[config.mk]
export PLATFORM = sky130hd
export DESIGN_NAME = sorted_priority_queue
export DESIGN_NICKNAME = d
export VERILOG_FILES = /design/src/hdl/spq_pkg.sv /design/src/hdl/spq_ram.sv /design/src/hdl/spq_seq.sv /design/src/hdl/sorted_priority_queue.sv
export VERILOG_INCLUDE_DIRS = /design/src /design/src/hdl
export SDC_FILE = /design/constraint.sdc
export NUM_CORES = 1
export LEC_CHECK = 0
export BUFFER_PORTS_ARGS = -buffer_cell sky130_fd_sc_hd__buf_2
export CORE_MARGIN = 2
export CORE_UTILIZATION = 61
export DETAILED_ROUTE_END_ITERATION = 10
export GPL_ROUTABILITY_DRIVEN = 1
export PLACE_DENSITY_LB_ADDON = 0.08
export SLEW_MARGIN = 20
export SYNTH_ARGS = -nofsm -noshare
export SYNTH_HDL_FRONTEND = slang
export SYNTH_SLANG_ARGS = --single-unit
[constraint.sdc]
create_clock -name clk -period 7.55 [get_ports clk]
set_input_delay 1.1325 -clock clk [delete_from_list [all_inputs] [get_ports clk]]
set_output_delay 1.1325 -clock clk [all_outputs]
set_load 0.05 [all_outputs]
[src/hdl/sorted_priority_queue_assert.svh]
// ----------------------------------------------------------------------------
// Assertion macros for the sorted priority queue
// Clocked checks, disabled while reset is held.
// ----------------------------------------------------------------------------
`ifndef SORTED_PRIORITY_QUEUE_ASSERT_SVH
`define SORTED_PRIORITY_QUEUE_ASSERT_SVH

// Same-cycle implication.
`define SPQ_ASSERT_NOW(lbl, ante, cons, msg) \
  lbl: assert property (@(posedge clk) disable iff (!rst_n) (ante) |-> (cons)) \
    else $error(msg);

// Next-cycle implication.
`define SPQ_ASSERT_NEXT(lbl, ante, cons, msg) \
  lbl: assert property (@(posedge clk) disable iff (!rst_n) (ante) |=> (cons)) \
    else $error(msg);

`endif

[src/hdl/spq_pkg.sv]
// ----------------------------------------------------------------------------
// spq_pkg
// Shared constants and types of the sorted priority queue.
// ----------------------------------------------------------------------------
`default_nettype none

package spq_pkg;

  localparam int DEPTH  = 16;
  localparam int DATA_W = 32;
  localparam int ADDR_W = (DEPTH > 1) ? $clog2(DEPTH) : 1;
  localparam int CNT_W  = $clog2(DEPTH + 1);

  localparam logic [1:0] MODE_INSERT = 2'd0;
  localparam logic [1:0] MODE_POP    = 2'd1;
  localparam logic [1:0] MODE_QUERY  = 2'd2;

  typedef struct packed {
    logic [1:0]               mode;
    logic signed [DATA_W-1:0] value;
  } in_item_t;

  typedef struct packed {
    logic signed [DATA_W-1:0] popped_value;
    logic                     pop_valid;
    logic                     empty_error;
    logic                     full_drop;
    logic [4:0]               entry_count;
    logic                     is_empty;
    logic signed [DATA_W-1:0] head_value;
  } out_item_t;

  typedef struct packed {
    logic                     we;
    logic [ADDR_W-1:0]        waddr;
    logic signed [DATA_W-1:0] wdata;
    logic [ADDR_W-1:0]        raddr;
  } ram_req_t;

endpackage

`default_nettype wire

[src/hdl/spq_ram.sv]
// ----------------------------------------------------------------------------
// spq_ram
// Entry store: one write port and one read port with registered read data.
// ----------------------------------------------------------------------------
`default_nettype none

module spq_ram import spq_pkg::*; (
  input  wire logic                     clk,
  input  wire ram_req_t                 req,
  output logic signed [DATA_W-1:0]      rdata
);

  logic signed [DATA_W-1:0] mem [DEPTH];
  logic signed [DATA_W-1:0] rdata_r;

  always_ff @(posedge clk) begin
    if (req.we) begin
      mem[req.waddr] <= req.wdata;
    end
    rdata_r <= mem[req.raddr];
  end

  assign rdata = rdata_r;

endmodule

`default_nettype wire

[src/hdl/spq_seq.sv]
// ----------------------------------------------------------------------------
// spq_seq
// Sequencer that shifts entries through the store with one shared comparator.
// ----------------------------------------------------------------------------
`default_nettype none
`include "sorted_priority_queue_assert.svh"

module spq_seq import spq_pkg::*; (
  input  wire logic                    clk,
  input  wire logic                    rst_n,
  input  wire logic                    start,
  input  wire in_item_t                item,
  input  wire logic                    ack,
  output logic                         idle,
  output logic                         done,
  output out_item_t                    result,
  output ram_req_t                     ram_req,
  input  wire logic signed [DATA_W-1:0] ram_rdata
);

  localparam logic [2:0] S_IDLE = 3'd0;
  localparam logic [2:0] S_RD   = 3'd1;
  localparam logic [2:0] S_CMP  = 3'd2;
  localparam logic [2:0] S_PUT  = 3'd3;
  localparam logic [2:0] S_DONE = 3'd4;

  localparam logic [CNT_W-1:0] CNT_FULL = CNT_W'(DEPTH);
  localparam logic [CNT_W-1:0] CNT_ONE  = CNT_W'(1);

  logic [2:0]               state_r, state_nxt;
  logic [CNT_W-1:0]         idx_r, idx_nxt;
  logic [CNT_W-1:0]         count_r, count_nxt;
  logic signed [DATA_W-1:0] head_r, head_nxt;
  logic signed [DATA_W-1:0] val_r, val_nxt;
  logic                     is_ins_r, is_ins_nxt;
  logic signed [DATA_W-1:0] popped_r, popped_nxt;
  logic                     pop_valid_r, pop_valid_nxt;
  logic                     empty_err_r, empty_err_nxt;
  logic                     full_drop_r, full_drop_nxt;

  logic [CNT_W-1:0] idx_m1;
  logic [CNT_W-1:0] idx_p1;
  logic             less;

  logic flag_clash;
  logic ins_shift;
  logic ins_count_ok;

  assign idx_m1 = idx_r - CNT_ONE;
  assign idx_p1 = idx_r + CNT_ONE;
  // The single comparator of the block.
  assign less   = ram_rdata < val_r;

  always_comb begin
    state_nxt     = state_r;
    idx_nxt       = idx_r;
    count_nxt     = count_r;
    head_nxt      = head_r;
    val_nxt       = val_r;
    is_ins_nxt    = is_ins_r;
    popped_nxt    = popped_r;
    pop_valid_nxt = pop_valid_r;
    empty_err_nxt = empty_err_r;
    full_drop_nxt = full_drop_r;
    ram_req.we    = 1'b0;
    ram_req.waddr = idx_r[ADDR_W-1:0];
    ram_req.wdata = val_r;
    ram_req.raddr = is_ins_r ? idx_m1[ADDR_W-1:0] : idx_r[ADDR_W-1:0];

    case (state_r)
      S_IDLE: begin
        if (start) begin
          val_nxt       = item.value;
          popped_nxt    = '0;
          pop_valid_nxt = 1'b0;
          empty_err_nxt = 1'b0;
          full_drop_nxt = 1'b0;
          is_ins_nxt    = (item.mode == MODE_INSERT);
          state_nxt     = S_DONE;
          if (item.mode == MODE_INSERT) begin
            if (count_r == CNT_FULL) begin
              full_drop_nxt = 1'b1;
            end else if (count_r == '0) begin
              ram_req.we    = 1'b1;
              ram_req.waddr = '0;
              ram_req.wdata = item.value;
              head_nxt      = item.value;
              count_nxt     = CNT_ONE;
            end else begin
              idx_nxt   = count_r;
              state_nxt = S_RD;
            end
          end else if (item.mode == MODE_POP) begin
            if (count_r == '0) begin
              empty_err_nxt = 1'b1;
            end else begin
              popped_nxt    = head_r;
              pop_valid_nxt = 1'b1;
              if (count_r == CNT_ONE) begin
                count_nxt = '0;
              end else begin
                idx_nxt   = CNT_ONE;
                state_nxt = S_RD;
              end
            end
          end
        end
      end
      S_RD: begin
        state_nxt = S_CMP;
      end
      S_CMP: begin
        ram_req.we = 1'b1;
        if (is_ins_r) begin
          if (less) begin
            // The new value belongs just above the entry read.
            ram_req.wdata = val_r;
            count_nxt     = count_r + CNT_ONE;
            state_nxt     = S_DONE;
          end else begin
            ram_req.wdata = ram_rdata;
            idx_nxt       = idx_m1;
            state_nxt     = (idx_r == CNT_ONE) ? S_PUT : S_RD;
          end
        end else begin
          ram_req.waddr = idx_m1[ADDR_W-1:0];
          ram_req.wdata = ram_rdata;
          if (idx_r == CNT_ONE) begin
            head_nxt = ram_rdata;
          end
          idx_nxt = idx_p1;
          if (idx_p1 == count_r) begin
            count_nxt = count_r - CNT_ONE;
            state_nxt = S_DONE;
          end else begin
            state_nxt = S_RD;
          end
        end
      end
      S_PUT: begin
        ram_req.we    = 1'b1;
        ram_req.waddr = '0;
        ram_req.wdata = val_r;
        head_nxt      = val_r;
        count_nxt     = count_r + CNT_ONE;
        state_nxt     = S_DONE;
      end
      S_DONE: begin
        if (ack) begin
          state_nxt = S_IDLE;
        end
      end
      default: begin
        state_nxt = S_IDLE;
      end
    endcase
  end

  always_ff @(posedge clk) begin
    if (!rst_n) begin
      state_r <= S_IDLE;
      count_r <= '0;
    end else begin
      state_r <= state_nxt;
      count_r <= count_nxt;
    end
    idx_r       <= idx_nxt;
    head_r      <= head_nxt;
    val_r       <= val_nxt;
    is_ins_r    <= is_ins_nxt;
    popped_r    <= popped_nxt;
    pop_valid_r <= pop_valid_nxt;
    empty_err_r <= empty_err_nxt;
    full_drop_r <= full_drop_nxt;
  end

  assign idle = (state_r == S_IDLE);
  assign done = (state_r == S_DONE);

  always_comb begin
    result.popped_value = popped_r;
    result.pop_valid    = pop_valid_r;
    result.empty_error  = empty_err_r;
    result.full_drop    = full_drop_r;
    result.entry_count  = 5'(count_r);
    result.is_empty     = (count_r == '0);
    result.head_value   = (count_r == '0) ? '0 : head_r;
  end

  assign flag_clash   = pop_valid_r && (full_drop_r || empty_err_r);
  assign ins_shift    = (state_r == S_CMP) && is_ins_r;
  assign ins_count_ok = (count_r <= CNT_FULL) && (count_r != '0);

  `SPQ_ASSERT_NOW(a_count_range, 1'b1, count_r <= CNT_FULL, "count beyond depth")
  `SPQ_ASSERT_NOW(a_ack_when_done, ack, state_r == S_DONE, "result taken while busy")
  `SPQ_ASSERT_NOW(a_flags_exclusive, state_r == S_DONE, !flag_clash, "conflicting result flags")
  `SPQ_ASSERT_NEXT(a_insert_room, ins_shift, ins_count_ok, "insert shift with bad count")

endmodule

`default_nettype wire

[src/hdl/sorted_priority_queue.sv]
// ----------------------------------------------------------------------------
// sorted_priority_queue
// Sorted list of signed Q16.16 values with insert, pop-smallest and query.
// ----------------------------------------------------------------------------
// Usage: an item on the in_ channel carries a mode and a value. Insert places
// the value in ascending order, pop removes the smallest value and query only
// reports. Each item yields exactly one result item on the out_ channel with
// the popped value, the flags, the count and the head value after the item.
// An item is taken at a clock edge where in_valid is high and in_stall is low.
// Operation: the entries live in a small RAM and are moved by a sequencer with
// one comparator, one entry per read-compare-write step (S_RD, then S_CMP).
// An insert moves each entry not smaller than the value up one place in such
// a step, and a value that lands at the bottom takes a further write step
// (S_PUT); a pop moves every remaining entry down one place. A query, a full
// drop, an empty pop or a pop of the last entry go straight to the done state.
// The next item is taken only once the sequencer has handed its result on
// and is idle again. The registered RAM read is why each step reads first.
// A new item is taken as soon as the sequencer is idle, even while the
// previous result still waits in the output register. When the receiver
// stalls, the finished result is held in the sequencer until the output
// register frees up. Reset empties the queue; the RAM is not cleared since
// only written entries are ever read.
// ----------------------------------------------------------------------------
`default_nettype none

module sorted_priority_queue import spq_pkg::*; (
  input  wire logic     clk,
  input  wire logic     rst_n,
  input  wire logic     in_valid,
  output logic          in_stall,
  input  wire in_item_t in_item,
  output logic          out_valid,
  input  wire logic     out_stall,
  output out_item_t     out_item
);

  logic                     seq_idle;
  logic                     seq_done;
  logic                     seq_start;
  logic                     seq_ack;
  out_item_t                seq_result;
  ram_req_t                 ram_req;
  logic signed [DATA_W-1:0] ram_rdata;

  logic      out_valid_r, out_valid_nxt;
  out_item_t out_item_r;

  // Input side: the sequencer takes an item whenever it is idle.
  assign in_stall  = !seq_idle;
  assign seq_start = in_valid && !in_stall;

  // The result moves into the output register once that register is free
  // or is being emptied in this very cycle.
  assign seq_ack = seq_done && (!out_valid_r || !out_stall);

  always_comb begin
    out_valid_nxt = out_valid_r;
    if (out_valid_r && !out_stall) begin
      out_valid_nxt = 1'b0;
    end
    if (seq_ack) begin
      out_valid_nxt = 1'b1;
    end
  end

  always_ff @(posedge clk) begin
    if (!rst_n) begin
      out_valid_r <= 1'b0;
    end else begin
      out_valid_r <= out_valid_nxt;
    end
    if (seq_ack) begin
      out_item_r <= seq_result;
    end
  end

  assign out_valid = out_valid_r;
  assign out_item  = out_item_r;

  spq_seq u_seq (
    .clk       (clk),
    .rst_n     (rst_n),
    .start     (seq_start),
    .item      (in_item),
    .ack       (seq_ack),
    .idle      (seq_idle),
    .done      (seq_done),
    .result    (seq_result),
    .ram_req   (ram_req),
    .ram_rdata (ram_rdata)
  );

  spq_ram u_ram (
    .clk   (clk),
    .req   (ram_req),
    .rdata (ram_rdata)
  );

endmodule

`default_nettype wire
* Word-level counts from Yosys, hierarchy flattened
Memories as Yosys holds them, arrays and structs flattened. A register that Yosys moved wholly into a read port is not among the register bits. Cells that the tools add are included.
Word-level totals: register bits after elaboration 187, bits of input ports 38, output and inout bits 75, memory bits (writable) 512, word-level logic and storage cells 128, memories 1
Cells by class: muxes and demuxes 58, reductions and logical operators 19, eq/ne operators 26, bitwise gates (word level) 1, $add $sub $neg 4, order comparisons 1
Memory list:
- u_ram.mem | words 16, bits a word 32, rd ports 1, clocked after memory_dff 1, wr ports 1, RTL line spq_ram.sv:13 | logic signed [DATA_W-1:0] mem [DEPTH];
Operator list (number):
- 32-bit two-way mux | 9
- 37-bit two-way mux | 4
- 37-bit case mux with 3 select lines | 1
- 32-bit case mux with 3 select lines | 1
- 5-bit two-way mux | 19
- 3-bit two-way mux | 11
- 32-bit less-than comparator | 1
- 3-bit case mux with 5 select lines | 1
- 5-bit case mux with 3 select lines | 1
- 7-bit AND reduction | 2
- 3-bit != test (second input constant) | 4
- 5-bit by 1-bit adder with 5-bit output (second input constant) | 2
- 5-bit by 1-bit == test with 1-bit output (second input constant) | 2
- 2-bit by 1-bit != test with 1-bit output (second input constant) | 5
- 5-bit case mux with 2 select lines | 1
- 5-bit by 1-bit subtractor with 5-bit output (second input constant) | 2
- 3-bit by 1-bit != test with 1-bit output (second input constant) | 3
- 9-bit AND reduction | 1
- 4-bit two-way mux | 2
- 1-bit two-way mux | 7
- 3-bit by 2-bit == test with 1-bit output (second input constant) | 2
- 2-bit != test (second input constant) | 3
- 3-bit by 2-bit != test with 1-bit output (second input constant) | 2
- 5-bit == test | 1
- other kinds (16) | 22

* Longest topological paths before layout
Gate-level depths: netlist of run 1.
depth in word-level cells 8, gate-level depth with buffers 12, gate-level depth less buffers 10

* Hierarchy
A second synthesis of run 1 with hierarchy kept.
Second synthesis, totals: cell total of the unflattened synthesis 1651, area total of the unflattened synthesis 29269.3 µm²
By module, submodules not included:
- spq_ram | times used 1, cells an instance 838, seq. area each 16015.4 µm², area each 19835.3 µm²
- spq_seq | times used 1, cells an instance 734, seq. area each 3313.2 µm², area each 7193.1 µm²
- sorted_priority_queue | times used 1, cells an instance 79, seq. area each 2212.1 µm², area each 2240.9 µm²

* Worst setup path before layout of run 1
OpenSTA, ideal clock, no wires.
path type register to register, start point reg u_seq.state_r[2], end point reg out_item_r, in the netlist out_item[0], enable pin, arrival 4.707 ns, period minus slack after synthesis 5.235 ns, slack 2.315 ns, required time 7.022 ns, stages on the path, launching flop included 6, cell sequence dfxtp_1 -> buf_6 -> clkbuf_1 -> clkbuf_1 -> nand3_1 -> a21oi_1
Between the ends: longest elaborated chain between the ends 2
RTL lines:
- start, declared | RTL line spq_seq.sv:30 | logic [2:0] state_r, state_nxt;
- start signal, assigned | RTL line spq_seq.sv:164 | state_r <= state_nxt;
- 3-bit == test | RTL line spq_seq.sv:178 | assign done = (state_r == S_DONE);
- 1-bit logical AND | RTL line sorted_priority_queue.sv:54 | assign seq_ack = seq_done && (!out_valid_r || !out_stall);
- end signal, assigned | RTL line sorted_priority_queue.sv:73 | out_item_r <= seq_result;
- end, declared | RTL line sorted_priority_queue.sv:46 | out_item_t out_item_r;
No other way between the ends. A chain may end at the register's enable or synchronous reset.

==> flow_summary.ini, run 1 <==
[grt]
grt_pass1_vias = 17600
grt.total_usage_pct = 29.5
overflow = 0
antenna_found_initial = 2
grt_max_degree = 109
grt_pass1_wl_mm = 112

[logic_synthesis]
synth_top_area_share_pct = 67.6
synth_warnings = 0
ys_async_sr_fraction_pct = 0
synth_area_mm2 = 0.0306
ys_seq_area_share_pct = 70.3
ys.flop_type = edfxtp_1
yosysTopAreaCell = edfxtp_1
ys_types = 68
synth-edff-count = 690
synth-seq-cells = 731
syn_inst = 1812
synth.area.top_cells = edfxtp_1 (68%), mux4_2 (12%), dfxtp_1 (2.7%), ha_1 (1.6%), nand2_1 (1.5%)
synth_fp_nets = 1890
syn_avg_cell_area_um2 = 16.9

[die]
start_util_pct = 61.4
ios = 113
coreArea_mm2 = 0.0499
fp.dieH_um = 228
die_area_mm2 = 0.0520
die_w_um = 228
rows = 82

[cells_and_area]
nNetsFinal = 2004
fillers = 3250
final_cell_mix = edfxtp_1 (690), mux4_2 (160), nand2_1 (124), buf_2 (112), nor2_1 (84)
finalInstanceArea_mm2 = 0.0344
final_common_cell = edfxtp_1
final_layout_size_suffix_gt1_share_pct = 24.3
area_growth_pct = 12.3
register_area_mm2 = 0.0215
multi_input_area_mm2 = 0.00860

[place]
placed_area_mm2 = 0.0321
port_buffers = 112
place_congestion = 0.887
post-place-ws_ns = 2.48
detailed_place_hpwl_mm = 41.8

[clocking]
cts_made_buffers = 72
cts_root_buf = clkbuf_16
ctsHtreeMaxLevel = 3
post_cts_buffers = 0
cts_hold_buf = 0
cts.sinks = 731
cts_max_path_buffers = 3
clock_latency_ns = 0.60
cts_tree = done
clk_pin_slew_ns = 0.07
cts_resized = 0

[timing]
timing.final.ws_setup_ns = 2.80
worst_hold_slack_ns = 0.414
rsz0062_at_grt = false
drv_slew = 0
skew_ns = 0.0202
timing.setup.tns_ns = 0
worstMarginPinSlew_ns = 1.14
setup_violations = 0
post-route-period-util_pct = 62.9
fin_crit_ns = 4.75
relSlewSlack_pct = 24.0
hold_violations = 0
max_freq_mhz = 211

[critical_path]
r2r-end = u_ram.mem[5][11]$_DFFE_PP_
reg2regPathDepth = 10
cp.required_ns = 7.80
crit_path_start = u_seq.count_r[0]$_SDFFE_PN0P_
end_kind = flip-flop
path_class = reg -> reg
path_max_fanout = 48
slowest_stage = a211oi_2
worstPathArrival_ns = 4.99
ff2ff_setup_slack_ns = 2.80
worstSetupStartpointType = flip-flop
timing.rr.start = u_seq.count_r[0]$_SDFFE_PN0P_
crit_end = u_ram.mem[5][11]$_DFFE_PP_
path_cells = inv_1 -> ha_1 -> or4b_4 -> buf_4 -> inv_2 -> nand4_1 -> a32oi_1 -> nor2_1 -> and4_1 -> a211oi_2
cp_slowest_stage_delay_ns = 0.89

[routing]
viasPerCell = 6.68
drt-initial-drc-count = 1735
routed_wl_mm = 75.5
drtPass1Iterations = 6
ant_nets = 0
wire_per_inst_um = 28.5
drcViolationCount = 0
vias = 17700

[outcome]
status = completed

[power]
p_per_area_mw_per_mm2 = 442
leakage_nw = 11.5
vdd_drop_max_mv = 0.256

[run]
maxCapViolations = 0

[min_path]
hold_class = reg -> reg
## metrics by stage
stage / total power, mW / instances / util (%)
after CTS: 15.2 / 2652 / 69.0
after floorplan: 10.0 / 1812 / -
final: 15.2 / 2653 / 69.0
after detailed placement: 11.7 / 2524 / 64.3
after global routing: 15.8 / 2652 / 69.0
after global placement: 11.5 / 2524 / 64.3
## critical path, delay by kind of cell (launching register included)
kind,cells,cell delay (ns)
AO/OA/AOI/OAI,2,1.16
adder cells (fa/ha/maj),1,0.33
AND/OR/NAND/NOR,4,1.17
flip-flops,1,0.41
buffers and inverters,3,1.25
## Yosys cell counts (32+ instances only)
cell,instances
edfxtp_1,690
mux4_2,160
nand2_1,124
nor2_1,102
clkbuf_1,76
and2_1,65
o21ai_0,50
inv_1,45
nor3_1,42
dfxtp_1,41
ha_1,40
nand4_1,36
a31oi_1,35
a32oi_1,33
o31ai_1,33
and4_1,32
## power breakdown
group	total (mW)	internal (mW)	switching, mW
Combinational	5.19	1.61	3.58
Sequential	6.45	6.13	0.315
Clock	3.56	2.09	1.47
Total	15.2	9.83	5.37
## area by class of cell
class	count	share of cell area (%)
Multi-Input combinational cell	918	25.0
Clock inverter	26	0.858
Inverter	47	0.516
Tap cell	672	2.44
Sequential cell	731	62.6
Timing Repair Buffer	156	2.63
Clock buffer	102	5.93
Antenna cell	1	0.00727
## worst min-delay path by stage
stage / to / from / cells past startpoint
finish: out_item[65]$_DFFE_PP_ / u_seq.popped_r[24]$_SDFFCE_PP0P_ / 0
global route: out_item[54]$_DFFE_PP_ / u_seq.popped_r[13]$_SDFFCE_PP0P_ / 0
CTS: out_item[65]$_DFFE_PP_ / u_seq.popped_r[24]$_SDFFCE_PP0P_ / 0
detailed placement: out_item[42]$_DFFE_PP_ / u_seq.popped_r[1]$_SDFFCE_PP0P_ / 0
global placement: out_item[70]$_DFFE_PP_ / u_seq.popped_r[29]$_SDFFCE_PP0P_ / 0
floorplan: out_item[38]$_DFFE_PP_ / u_seq.full_drop_r$_SDFFCE_PN0P_ / 0
## registers in the layout, summed over array words and instances (netlist names), 3 cells and up
name,count
u_ram.mem,512
out_item,73
u_ram.rdata,32
u_seq.head_r,32
u_seq.popped_r,32
u_seq.val_r,32
u_seq.count_r,5
u_seq.idx_r,5
u_seq.state_r,3
## cells by family (layout without fill, tap and decap cells)
group | count (synthesis) | after routing | synth area share (%)
and+or+nand+nor | 450 | 450 | 7.52
buffers and inverters | 163 | 331 | 2.21
AOI/OAI and AO/OA | 252 | 252 | 6.08
muxes | 164 | 164 | 11.9
DFF | 731 | 731 | 70.3
xor gates and xnor gates | 12 | 12 | 0.343
adders and majority gates | 40 | 40 | 1.63
other | 0 | 1 | 0
## metal layers
layer	global-route usage (%)	vias to the layer above	wire length [um]
met2	45.0	1074	34400
met3	6.25	222	7660
met1	41.6	8889	30200
met5	0	-	0
li1	-	7529	-
met4	13.6	0	3200
Power figures use the tool's default switching activity.
==> run 2, diff against run 1 <==
Clock period 7.55 ns to 4.4 ns, I/O delays scaled along.
==> flow_summary.ini, run 2 (synthesis gave the netlist of run 1 again) <==
[timing]
post-route-period-util_pct = 90.5
max_freq_mhz = 251
relSlewSlack_pct = 42.5
skew_ns = 0.0356
rsz0062_at_grt = false
fin_crit_ns = 3.98
setup_violations = 0
hold_violations = 0
timing.setup.tns_ns = 0
drv_slew = 0
worstMarginPinSlew_ns = 0.862

[min_path]
hold_class = in -> reg
holdPathStages = 1
holdCritStartpoint = in_item[1]
worstHoldEndpoint = u_seq.val_r[1]$_DFFE_PP_

[power]
p_sw_share_pct = 35.3
p_per_area_mw_per_mm2 = 765
p_int_mw = 17.3
p_comb_share_pct = 35.5
seqPwrFrac_pct = 41.2
power_frac_clock_pct = 23.3
leakage_nw = 11.8
power.net_switching_mw = 9.41
vdd_drop_max_mv = 0.469

[critical_path]
crit_path_start = u_seq.count_r[1]$_SDFFE_PN0P_
reg2regPathDepth = 10
path_class = reg -> reg
cp_slowest_stage_delay_ns = 0.68
crit_path_frequent_cell = o21ai_2
worstSetupStartpointType = flip-flop
timing.rr.start = u_seq.count_r[1]$_SDFFE_PN0P_
slowest_stage = or4b_4
worstPathArrival_ns = 4.29
ff2ff_setup_slack_ns = 0.42
path_delay_family = simple AND/OR/NAND/NOR gates
end_kind = flip-flop
critical_path_buf_inv_count = 2
path_cells = inv_1 -> ha_1 -> or4b_4 -> nor3_4 -> o21ai_2 -> o21ai_2 -> nand2_1 -> or3_4 -> nor2_4 -> buf_12
r2r-end = u_ram.mem[3][10]$_DFFE_PP_
path_max_fanout = 35
cp.required_ns = 4.71

[cells_and_area]
final_util_pct = 69.9
area_growth_pct = 13.9
largest-register = u_ram.mem
final_layout_size_suffix_gt1_share_pct = 26.1
final_common_cell = edfxtp_1
final_cell_mix = edfxtp_1 (690), mux4_2 (160), nand2_1 (124), buf_2 (112), nor2_1 (84)
nNetsFinal = 2046
largest_reg_flops = 512
n_antenna_cell = 0

[clocking]
cts_max_path_buffers = 3
cts_tree = done
post_cts_buffers = 0
cts_resized = 0
cts.sinks = 731
clock_latency_ns = 0.62
cts_root_buf = clkbuf_16
ctsHtreeMaxLevel = 3
clk_pin_slew_ns = 0.06
cts_hold_buf = 0
cts_made_buffers = 73

[grt]
grt.total_usage_pct = 25.9
overflow = 0
grt_pass1_wl_mm = 103
grt_max_degree = 74
grt_pass1_vias = 16900
antenna_found_initial = 0

[die]
rows = 82
die_area_mm2 = 0.0520
fp.dieH_um = 228
ios = 113
coreArea_mm2 = 0.0499
start_util_pct = 61.4
die_w_um = 228

[run]
maxCapViolations = 0

[routing]
wire_per_inst_um = 24.5
vias = 17300
drtPass1Iterations = 6
ant_nets = 0
drt-initial-drc-count = 1774
drcViolationCount = 0
routed_wl_mm = 66.0
viasPerCell = 6.41

[place]
detailed_place_hpwl_mm = 41.8
port_buffers = 112
place_congestion = 0.870

[outcome]
status = completed
==> run 2: cell count changes in the layout (fill, tap and decap cells not counted), sizes merged <==
cell	previous run	this run
buf	156	197
clkinv	15	33
clkbuf	102	88
clkinvlp	4	1
bufinv	6	8
diode	1	0
inv	48	49
==> run 2: routing by layer <==
| metal | global-route usage [%] | routed length, um | vias up | part of all wire [%] |
|---|---|---|---|---|
| li1 | - | - | 7596 | - |
| met1 | 41.3 | 29500 | 8774 | 45 |
| met2 | 38.1 | 29700 | 846 | 45 |
| met3 | 4.60 | 5920 | 75 | 9.0 |
| met4 | 5.68 | 941 | 0 | 1.4 |
| met5 | 0 | 0 | - | 0 |
==> run 2: worst max-delay path by stage <==
| stage | endpoint | slack (ns) | cells past startpoint |
|---|---|---|---|
| 6_report | u_ram.mem[3][10]$_DFFE_PP_ | 0.42 | 10 |
| 5_1_grt | u_ram.mem[12][1]$_DFFE_PP_ | 0.21 | 12 |
| 4_1_cts | u_ram.mem[3][9]$_DFFE_PP_ | 0.47 | 10 |
| 3_5_place_dp | u_ram.mem[10][29]$_DFFE_PP_ | 0.52 | 12 |
| 3_3_place_gp | u_ram.mem[0][29]$_DFFE_PP_ | 0.66 | 12 |
| 2_1_floorplan | u_ram.mem[4][0]$_DFFE_PP_ | 0.28 | 8 |
==> run 2: layout make-up <==
cell class	count	area, um2
clock buffers	88	1940
clock inverters	44	458
well taps	672	841
inverters	47	178
repair buffers	197	1320
multi-input cells	918	8600
flip-flops and latches	731	21500
fillers	3219	15000
==> run 2: power groups by stage <==
stage / Clock [mW] / Sequential (mW) / Combinational [mW]
after floorplan: 0 / 11.7 / 5.52
after CTS: 6.31 / 11.0 / 9.50
after detailed placement: 0 / 11.1 / 9.44
final: 6.22 / 11.0 / 9.47
after global placement: 0 / 11.1 / 9.20
after global routing: 6.60 / 11.1 / 10.3
==> run 2: metrics by stage <==
step	hold WS, ns	setup WS [ns]	cell area, um2	cells	power, mW
floorplan	0.400	0.282	30600	1812	17.2
global placement	0.402	0.657	32500	2565	20.3
CTS	0.225	0.466	34900	2697	26.8
global route	0.248	0.210	34900	2697	28.0
finish	0.260	0.416	34900	2697	26.7
detailed placement	0.405	0.520	32500	2565	20.6
